<file path="src/rtl/s3tc_pkg.sv">
// types and constants for the s3tc block decoder
// no dependencies; used by the core and its checker
package s3tc_pkg;

  typedef enum logic [1:0] {
    FmtDxt1      = 2'd0,
    FmtDxt1Alpha = 2'd1,
    FmtDxt3      = 2'd2,
    FmtDxt5      = 2'd3
  } fmt_e;

  typedef enum logic [1:0] {
    ColDirect = 2'd0,
    ColDiv2   = 2'd1,
    ColDiv3   = 2'd2
  } col_op_e;

  typedef enum logic [1:0] {
    AlpDirect = 2'd0,
    AlpDiv5   = 2'd1,
    AlpDiv7   = 2'd2
  } alp_op_e;

  localparam int unsigned TexelIdxW = 4;
  localparam logic [TexelIdxW-1:0] LastTexel = 4'd15;

  // color index codes
  localparam logic [1:0] CodeEp0  = 2'd0;
  localparam logic [1:0] CodeEp1  = 2'd1;
  localparam logic [1:0] CodeMixA = 2'd2;
  localparam logic [1:0] CodeMixB = 2'd3;

  // dxt5 alpha codes with fixed meaning
  localparam logic [2:0] ACodeA0    = 3'd0;
  localparam logic [2:0] ACodeA1    = 3'd1;
  localparam logic [2:0] ACodeZero  = 3'd6;
  localparam logic [2:0] ACodeFull  = 3'd7;

  // reciprocal multipliers for truncating division by 3, 5 and 7
  localparam int unsigned Recip3 = 683;
  localparam int unsigned Shift3 = 11;
  localparam int unsigned Recip5 = 3277;
  localparam int unsigned Shift5 = 14;
  localparam int unsigned Recip7 = 2341;
  localparam int unsigned Shift7 = 14;

endpackage

</file>
<file path="src/rtl/s3tc_block_decoder_core.sv">
// s3tc block decoder: one texel word per cycle while out_stall_i is low,
// 16 words per block in raster order.
// block rate is set by the single texel output port;
// the next block is taken in the cycle the sixteenth texel is issued.
// pipeline: block register, texel select, numerator, reciprocal divide/output.
// async active-low reset clears valid bits, texel counter and mode_q.
module s3tc_block_decoder_core (
  input  logic                          clk_i,
  input  logic                          rst_ni,
  input  logic                          cfg_we_i,
  input  logic [1:0]                    cfg_wdata_i,
  input  logic                          in_valid_i,
  output logic                          in_stall_o,
  input  logic [63:0]                   alpha_part_i,
  input  logic [63:0]                   color_part_i,
  output logic                          out_valid_o,
  input  logic                          out_stall_i,
  output logic [s3tc_pkg::TexelIdxW-1:0] texel_index_o,
  output logic [7:0]                    red_o,
  output logic [7:0]                    green_o,
  output logic [7:0]                    blue_o,
  output logic [7:0]                    alpha_o,
  output logic                          last_texel_o
);
  import s3tc_pkg::*;

  typedef struct packed {
    logic [TexelIdxW-1:0] idx;
    logic [1:0]           code;
    logic                 four;
    logic [2:0][7:0]      e0;
    logic [2:0][7:0]      e1;
    logic [2:0]           acode;
    logic [3:0]           nib;
    logic [7:0]           a0;
    logic [7:0]           a1;
  } sel_t;

  typedef struct packed {
    logic [TexelIdxW-1:0] idx;
    logic [2:0][9:0]      num;
    col_op_e              col_op;
    logic [10:0]          anum;
    alp_op_e              alp_op;
  } num_t;

  typedef struct packed {
    logic [TexelIdxW-1:0] idx;
    logic [2:0][7:0]      rgb;
    logic [7:0]           a;
  } texel_t;

  fmt_e mode_q;

  // block register and texel counter
  logic                 blk_v_q, blk_v_d;
  logic [63:0]          alpha_q, color_q;
  logic [TexelIdxW-1:0] cnt_q, cnt_d;

  logic sel_v_q, num_v_q, out_v_q;
  sel_t   sel_q, sel_d;
  num_t   num_q, num_d;
  texel_t out_q, out_d;

  logic en_out, en_num, en_sel, issue, blk_done, in_acc;

  assign en_out   = !out_v_q || !out_stall_i;
  assign en_num   = !num_v_q || en_out;
  assign en_sel   = !sel_v_q || en_num;
  assign issue    = blk_v_q && en_sel;
  assign blk_done = issue && (cnt_q == LastTexel);
  assign in_stall_o = blk_v_q && !blk_done;
  assign in_acc   = in_valid_i && !in_stall_o;

  always_comb begin
    blk_v_d = blk_v_q;
    if (in_acc) begin
      blk_v_d = 1'b1;
    end else if (blk_done) begin
      blk_v_d = 1'b0;
    end
    cnt_d = issue ? cnt_q + 1'b1 : cnt_q;
  end

  always_ff @(posedge clk_i or negedge rst_ni) begin
    if (!rst_ni) begin
      mode_q  <= FmtDxt1;
      blk_v_q <= 1'b0;
      cnt_q   <= '0;
      sel_v_q <= 1'b0;
      num_v_q <= 1'b0;
      out_v_q <= 1'b0;
    end else begin
      if (cfg_we_i) begin
        mode_q <= fmt_e'(cfg_wdata_i);
      end
      blk_v_q <= blk_v_d;
      cnt_q   <= cnt_d;
      if (en_sel) begin
        sel_v_q <= blk_v_q;
      end
      if (en_num) begin
        num_v_q <= sel_v_q;
      end
      if (en_out) begin
        out_v_q <= num_v_q;
      end
    end
  end

  always_ff @(posedge clk_i) begin
    if (in_acc) begin
      alpha_q <= alpha_part_i;
      color_q <= color_part_i;
    end
    if (en_sel) begin
      sel_q <= sel_d;
    end
    if (en_num) begin
      num_q <= num_d;
    end
    if (en_out) begin
      out_q <= out_d;
    end
  end

  // stage 1: pick this texel's codes and widen the 565 endpoints
  logic [15:0] c0, c1;
  logic [31:0] cidx;
  logic [47:0] aidx;
  logic [4:0]  cpos;
  logic [5:0]  apos, npos;

  always_comb begin
    c0   = color_q[15:0];
    c1   = color_q[31:16];
    cidx = color_q[63:32];
    aidx = alpha_q[63:16];
    cpos = {cnt_q, 1'b0};
    npos = {cnt_q, 2'b00};
    apos = 6'(cnt_q) * 6'd3;
    sel_d.idx   = cnt_q;
    sel_d.code  = cidx[cpos +: 2];
    sel_d.four  = (mode_q == FmtDxt3) || (mode_q == FmtDxt5) || (c0 > c1);
    sel_d.e0[0] = {c0[15:11], c0[15:13]};
    sel_d.e0[1] = {c0[10:5], c0[10:9]};
    sel_d.e0[2] = {c0[4:0], c0[4:2]};
    sel_d.e1[0] = {c1[15:11], c1[15:13]};
    sel_d.e1[1] = {c1[10:5], c1[10:9]};
    sel_d.e1[2] = {c1[4:0], c1[4:2]};
    sel_d.acode = aidx[apos +: 3];
    sel_d.nib   = alpha_q[npos +: 4];
    sel_d.a0    = alpha_q[7:0];
    sel_d.a1    = alpha_q[15:8];
  end

  // stage 2: palette numerators and the divide to apply
  logic [2:0] w0, w1;

  always_comb begin
    num_d.idx    = sel_q.idx;
    num_d.col_op = ColDirect;
    for (int k = 0; k < 3; k++) begin
      num_d.num[k] = '0;
    end
    case (sel_q.code)
      CodeEp0: begin
        for (int k = 0; k < 3; k++) num_d.num[k] = 10'(sel_q.e0[k]);
      end
      CodeEp1: begin
        for (int k = 0; k < 3; k++) num_d.num[k] = 10'(sel_q.e1[k]);
      end
      CodeMixA: begin
        num_d.col_op = sel_q.four ? ColDiv3 : ColDiv2;
        for (int k = 0; k < 3; k++) begin
          num_d.num[k] = sel_q.four ? {1'b0, sel_q.e0[k], 1'b0} + 10'(sel_q.e1[k])
                                    : 10'(sel_q.e0[k]) + 10'(sel_q.e1[k]);
        end
      end
      CodeMixB: begin
        // three-color block: black
        num_d.col_op = sel_q.four ? ColDiv3 : ColDirect;
        for (int k = 0; k < 3; k++) begin
          num_d.num[k] = sel_q.four ? 10'(sel_q.e0[k]) + {1'b0, sel_q.e1[k], 1'b0} : '0;
        end
      end
      default: ;
    endcase

    w1 = sel_q.acode - 3'd1;
    w0 = (sel_q.a0 > sel_q.a1) ? 3'd0 - sel_q.acode : 3'd6 - sel_q.acode;
    num_d.alp_op = AlpDirect;
    num_d.anum   = 11'd255;
    case (mode_q)
      FmtDxt1Alpha: begin
        if (sel_q.code == CodeMixB && !sel_q.four) num_d.anum = '0;
      end
      FmtDxt3: begin
        num_d.anum = 11'({sel_q.nib, sel_q.nib});
      end
      FmtDxt5: begin
        if (sel_q.acode == ACodeA0) begin
          num_d.anum = 11'(sel_q.a0);
        end else if (sel_q.acode == ACodeA1) begin
          num_d.anum = 11'(sel_q.a1);
        end else if (sel_q.a0 > sel_q.a1 ||
                     (sel_q.acode != ACodeZero && sel_q.acode != ACodeFull)) begin
          // 8 - code wraps to 3 bits as 0 - code
          num_d.alp_op = (sel_q.a0 > sel_q.a1) ? AlpDiv7 : AlpDiv5;
          num_d.anum   = 11'(sel_q.a0) * 11'(w0) + 11'(sel_q.a1) * 11'(w1);
        end else if (sel_q.acode == ACodeZero) begin
          num_d.anum = '0;
        end
      end
      default: ;
    endcase
  end

  // stage 3: truncating divide by reciprocal multiply
  logic [2:0][19:0] prod3;
  logic [22:0]      prod5, prod7;

  always_comb begin
    out_d.idx = num_q.idx;
    for (int k = 0; k < 3; k++) begin
      prod3[k] = 20'(num_q.num[k]) * 20'(Recip3);
      case (num_q.col_op)
        ColDiv2: out_d.rgb[k] = num_q.num[k][8:1];
        ColDiv3: out_d.rgb[k] = prod3[k][Shift3 +: 8];
        default: out_d.rgb[k] = num_q.num[k][7:0];
      endcase
    end
    prod5 = 23'(num_q.anum) * 23'(Recip5);
    prod7 = 23'(num_q.anum) * 23'(Recip7);
    case (num_q.alp_op)
      AlpDiv5: out_d.a = prod5[Shift5 +: 8];
      AlpDiv7: out_d.a = prod7[Shift7 +: 8];
      default: out_d.a = num_q.anum[7:0];
    endcase
  end

  assign out_valid_o   = out_v_q;
  assign texel_index_o = out_q.idx;
  assign red_o         = out_q.rgb[0];
  assign green_o       = out_q.rgb[1];
  assign blue_o        = out_q.rgb[2];
  assign alpha_o       = out_q.a;
  assign last_texel_o  = (out_q.idx == LastTexel);

endmodule

</file>
<file path="config.mk">
export PLATFORM = sky130hd
export DESIGN_NAME = s3tc_block_decoder_core
export DESIGN_NICKNAME = d
export VERILOG_FILES = /design/src/rtl/s3tc_pkg.sv /design/src/rtl/s3tc_block_decoder_core.sv
export SDC_FILE = /design/constraint.sdc
export NUM_CORES = 1
export LEC_CHECK = 0
export BUFFER_PORTS_ARGS = -buffer_cell sky130_fd_sc_hd__buf_2
export CAP_MARGIN = 25
export CORE_AREA = 2 2 203 205
export CTS_CLUSTER_DIAMETER = 80
export DETAILED_ROUTE_END_ITERATION = 10
export DIE_AREA = 0 0 205 207
export PLACE_DENSITY = 0.79
export RECOVER_POWER = 25
export SYNTH_ARGS = -nofsm -noshare
export SYNTH_HDL_FRONTEND = slang
export SYNTH_SLANG_ARGS = --single-unit
</file>
<file path="constraint.sdc">
create_clock -name clk_i -period 13.95 [get_ports clk_i]
set_clock_uncertainty 0.05 [all_clocks]
set_input_delay 2.0925 -clock clk_i [delete_from_list [all_inputs] [get_ports clk_i]]
set_output_delay 2.0925 -clock clk_i [all_outputs]
set_load 0.05 [all_outputs]
</file>
* After elaboration in Yosys (flattened, before gate mapping)
Index checks and enable logic that the tools add are counted.
** Word-level totals
- Flip-flop bits (word level) :: 301
- Output and inout port bits :: 39
- Logic and storage cells :: 125
** Operators by class
- Add/subtract/negate cells :: 14
- Multipliers :: 8
- Magnitude comparators :: 2
- Equal/unequal tests :: 16
- Shift operators :: 3
- Muxes and demuxes :: 24
- Bitwise operators :: 2
- Reduce and logical (&&, ||, !) cells :: 23
** Operator list (count)
- one-hot mux 30 bit (4 select lines) :: 1
- one-hot mux 8 bit (2 select lines) :: 4
- variable part select 64 x 7 -> 4 bit :: 1
- two-way mux 10 bit :: 6
- multiplier 10 x 10 -> 19 bit, second input constant :: 3
- variable part select 48 x 7 -> 3 bit :: 1
- multiplier 11 x 12 -> 22 bit, second input constant :: 2
- two-way mux 11 bit :: 3
- one-hot mux 11 bit (3 select lines) :: 1
- variable part select 32 x 6 -> 2 bit :: 1
- adder 8 x 9 -> 10 bit :: 3
- adder 9 x 8 -> 10 bit :: 3
- adder 8 x 8 -> 9 bit :: 3
- multiplier 8 x 3 -> 11 bit :: 2
- > comparator 16 bit :: 1
- two-way mux 8 bit :: 2
- equality test 2 bit, second input constant :: 6
- adder 11 bit :: 1
- equality test 2 x 1 -> 1 bit, second input constant :: 4
- equality test 4 bit, second input constant :: 2
- > comparator 8 bit :: 1
- zero test 1 bit :: 7
- logical AND 1 bit :: 6
- logical OR 1 bit :: 6
- other kinds (17) :: 22

* Depth between registers and ports, before layout
- Depth in word-level cells :: 11
- Gate-level depth with buffers :: 23

* Worst setup path after synthesis
No wires, ideal clock.
- Path type :: in2reg
- Start point :: in out_stall_i
- End point :: reg alpha_q[0], enable pin
- Library setup time :: 0.503 ns
- Data arrival time :: 6.937 ns
- Data required time :: 13.397 ns
- Setup slack :: 6.460 ns
- Stages on the path :: 4
- Buffers on the path :: 0
- Cells stage by stage :: nand4_1 -> nand4_1 -> nand2_1 -> and2_1
** On the way
- Cells in the longest elaborated chain, start to end :: 10
** Ends and longest elaborated chain
- start, declared :: line s3tc_block_decoder_core.sv:17 : input logic out_stall_i,
- zero test 1 bit :: line s3tc_block_decoder_core.sv:67 : assign en_out = !out_v_q || !out_stall_i;
- logical OR 1 bit :: line s3tc_block_decoder_core.sv:67
- logical OR 1 bit :: line s3tc_block_decoder_core.sv:68 : assign en_num = !num_v_q || en_out;
- logical OR 1 bit :: line s3tc_block_decoder_core.sv:69 : assign en_sel = !sel_v_q || en_num;
- logical AND 1 bit :: line s3tc_block_decoder_core.sv:70 : assign issue = blk_v_q && en_sel;
- logical AND 1 bit :: line s3tc_block_decoder_core.sv:71 : assign blk_done = issue && (cnt_q == LastTexel);
- zero test 1 bit :: line s3tc_block_decoder_core.sv:72 : assign in_stall_o = blk_v_q && !blk_done;
- logical AND 1 bit :: line s3tc_block_decoder_core.sv:72
- zero test 1 bit :: line s3tc_block_decoder_core.sv:73 : assign in_acc = in_valid_i && !in_stall_o;
- logical AND 1 bit :: line s3tc_block_decoder_core.sv:73
- end signal, assigned :: line s3tc_block_decoder_core.sv:113 : alpha_q <= alpha_part_i;
- end, declared :: line s3tc_block_decoder_core.sv:57 : logic [63:0] alpha_q, color_q;
Every way passes these cells.
A chain may end at the register's enable or synchronous reset.

* Final worst setup path
- Start point :: reg cnt_q[0]
- End point :: out in_stall_o
** On the way
- Cells in the longest elaborated chain, start to end :: 4
** Ends and longest elaborated chain
- start, declared :: line s3tc_block_decoder_core.sv:58 : logic [TexelIdxW-1:0] cnt_q, cnt_d;
- start signal, assigned :: line s3tc_block_decoder_core.sv:98 : cnt_q <= cnt_d;
- equality test 4 bit :: line s3tc_block_decoder_core.sv:71
- logical AND 1 bit :: line s3tc_block_decoder_core.sv:71
- zero test 1 bit :: line s3tc_block_decoder_core.sv:72
- logical AND 1 bit :: line s3tc_block_decoder_core.sv:72
- end, declared :: line s3tc_block_decoder_core.sv:13 : output logic in_stall_o,
Every way passes these cells.

==> out/metrics.yaml <==
outcome:
  violations: "max-capacitance violations, max-slew violations"
  run_status: "complete, but fails checks"
worst_hold_path:
  min_from: "num_q[46]"
  holdPathEnd: "texel_index_o[1]"
  hp-class: "reg2reg"
  min_path_cells: 0
synth:
  synth_edf_count: 275
  synth.distinct_cells: 76
  syn-num-nets: 2731
  synthCells: 2056
  synth.ff_latch_count: 285
  synth_ff_type: "edfxtp_1"
  ys_warn_count: 0
  ys_seq_area_share_pct: 35.48
  avgSynthCellArea_um2: 11.66
  async_reset_ff_share_pct: 3.509
  syn_area_mm2: 0.02398
route:
  dr.pass1.iters: 5
  vias: 16050
  drcViolationCount: 0
  wl_per_cell_um: 18.75
  postRouteAntennaNets: 0
  wirelength_mm: 52.32
  drt_iter0_drc: 931
  vias_per_cell: 5.751
clock_network:
  cts_tree: "done"
  post_cts_buffers: 0
  ctsHoldBuffers: 0
  cts.htree.levels: 1
  insertion_delay_ps: 590
  clock-sinks: 285
  clkSlewWorstSetupHoldPaths_ps: 60
  cts_resized: 0
  clockBufferDepth: 3
  cts_made_buffers: 31
  cts_root_buf: "clkbuf_16"
sta:
  min_period_over_period_pct: 44.58
  finalSetupViolCount: 0
  finalMaxSlewViolations: 78
  hold_viol: 0
  fin_crit_ps: 6219
  tns_ps: 0
  worst_pin_slew_ps: 3028
  relSlewSlack_pct: -101.9
  fmax_mhz: 160.8
  rsz0062_at_grt: "false"
grt:
  antenna_found_initial: 1
  grt_max_degree: 84
  grt.overflow.total: 0
  grt_pass1_vias: 17100
  grt_pass1_wl_mm: 86.42
  grt_usage_pct: 25.46
placement:
  placed_cells: 2731
  io_buffer_count: 173
  dpl.hpwl_mm: 41.65
  place.gp.congestion: 0.9258
critical_path:
  critical_path_required_ps: 11810
  crit_path_end_kind: "output port"
  r2r-end: "num_q[12]"
  rrSetupSlack_ps: 8170
  crit_fanout: 40
  reg2regPathDepth: 19
  rr_startpoint: "sel_q[20]"
  worstPathArrival_ps: 4080
  crit_type: "reg2out"
  critPathLaunchType: "register"
floorplan:
  io-pin-count: 174
  core-area_mm2: 0.04037
  initial_utilization_pct: 59.40
  die_h_um: 207
  row_count: 74
  die_w_um: 205
  die_area_mm2: 0.04244
flow_run:
  maxCapViolCount: 2
final_layout:
  stdcell_count: 2790
  final_cell_mix: "393 x ha_1, 330 x inv_1, 275 x edfxtp_1, 171 x buf_2, 147 x fa_1"
  final_nets: 2908
  layout_commonest_cell: "ha_1"
  num_antenna_cells: 0
  area_growth_pct: 10.53
  drive_above_1_share_pct: 13.51
[kinds of logic after synthesis]
logic type               synth area share (%)
adder cells (fa/ha/maj)                 32.78
AO/OA/AOI/OAI                           10.31
XOR/XNOR                                4.200
AND/OR/NAND/NOR                         6.105
flip-flops                              35.48
multiplexers                            5.213
buffers and inverters                   5.896
other                                 0.01564
[worst max-delay path by stage]
stage | start | to | cells after the start
finish | cnt_q[0] | in_stall_o | 6
global route | cnt_q[0] | in_stall_o | 6
global placement | out_stall_i | in_stall_o | 7
detailed placement | sel_q[20] | num_q[12] | 19
floorplan | out_stall_i | alpha_q[0] | 4
CTS | sel_q[20] | num_q[12] | 19
[worst max-delay path: stages, from the launching register on]
cell and delay [ps]:
dfrtp_2 330, clkbuf_1 2130, ha_1 500, nand4_1 110, nand2_1 160, inv_1 50, buf_2 210
[metal layers]
layer / wire (µm) / vias to the layer above / track usage, %
met5: 13 / - / 0
met4: 1248 / 2 / 6.797
met3: 3106 / 90 / 3.996
met2: 25880 / 491 / 43.63
met1: 22080 / 7793 / 33.73
li1: - / 7670 / -
[Yosys cell counts (all sizes together), types with 2 or more instances]
| library cell | number | share of area, % |
|---|---|---|
| a22oi | 4 | 0.13 |
| nand3 | 15 | 0.31 |
| or2 | 3 | 0.078 |
| clkbuf | 28 | 0.44 |
| mux4 | 44 | 4.1 |
| edfxtp | 275 | 34 |
| or3 | 7 | 0.18 |
| nor3 | 13 | 0.29 |
| nand4 | 13 | 0.34 |
| dfrtp | 10 | 1.0 |
| o221ai | 15 | 0.55 |
| a221oi | 14 | 0.51 |
| a211oi | 9 | 0.30 |
| o21ai | 67 | 1.4 |
| a21o | 50 | 1.6 |
| xor2 | 42 | 1.5 |
| o211ai | 13 | 0.45 |
| ha | 393 | 21 |
| a32oi | 10 | 0.37 |
| mux2 | 7 | 0.33 |
| nand2b | 24 | 0.63 |
| a211o | 6 | 0.22 |
| nand2 | 100 | 1.6 |
| o22ai | 6 | 0.16 |
| a41o | 2 | 0.083 |
| o21a | 17 | 0.53 |
| o21bai | 21 | 0.66 |
| o32a | 2 | 0.083 |
| nand4b | 2 | 0.073 |
| nor2 | 69 | 1.1 |
| and3 | 4 | 0.11 |
| o31ai | 6 | 0.31 |
| inv | 332 | 5.2 |
| a41oi | 3 | 0.11 |
| o22a | 3 | 0.11 |
| nor2b | 19 | 0.50 |
| nor4 | 2 | 0.052 |
| a21oi | 105 | 2.2 |
| xnor2 | 73 | 2.7 |
| a31oi | 9 | 0.26 |
| fa | 147 | 12 |
| mux2i | 18 | 0.75 |
| nor3b | 3 | 0.11 |
| and2 | 24 | 0.63 |
| buf | 13 | 0.23 |
[layout make-up]
| type | count | area [µm²] |
|---|---|---|
| sequential | 285 | 8509 |
| clock buffer | 34 | 787.0 |
| tap | 532 | 665.6 |
| multi-input combinational | 1397 | 14070 |
| inverter | 333 | 1252 |
| timing repair buffer | 185 | 954.7 |
| clock inverter | 24 | 267.8 |
| fill | 3033 | 13860 |
[state kept, by name, summed over array words and instances (netlist names), 8 cells and up]
name,cells
red_o,8
alpha_o,8
num_q,49
blue_o,8
alpha_q,64
color_q,64
sel_q,58
green_o,8
[per-stage QoR]
stage               hold slack (ps)  area, µm²  util, %  setup slack, ps
floorplan                     350.3      23980        -             6460
global placement              356.0      25440    63.01             8283
detailed placement            358.1      25460    63.06             8221
CTS                           371.2      26510    65.67             8194
global route                  383.3      26500    65.66             7206
finish                        371.0      26500    65.66             7731
Power is left out: the tool's default activity adds up to more than one toggle a clock period on the data nets, which glitch-free logic cannot reach.
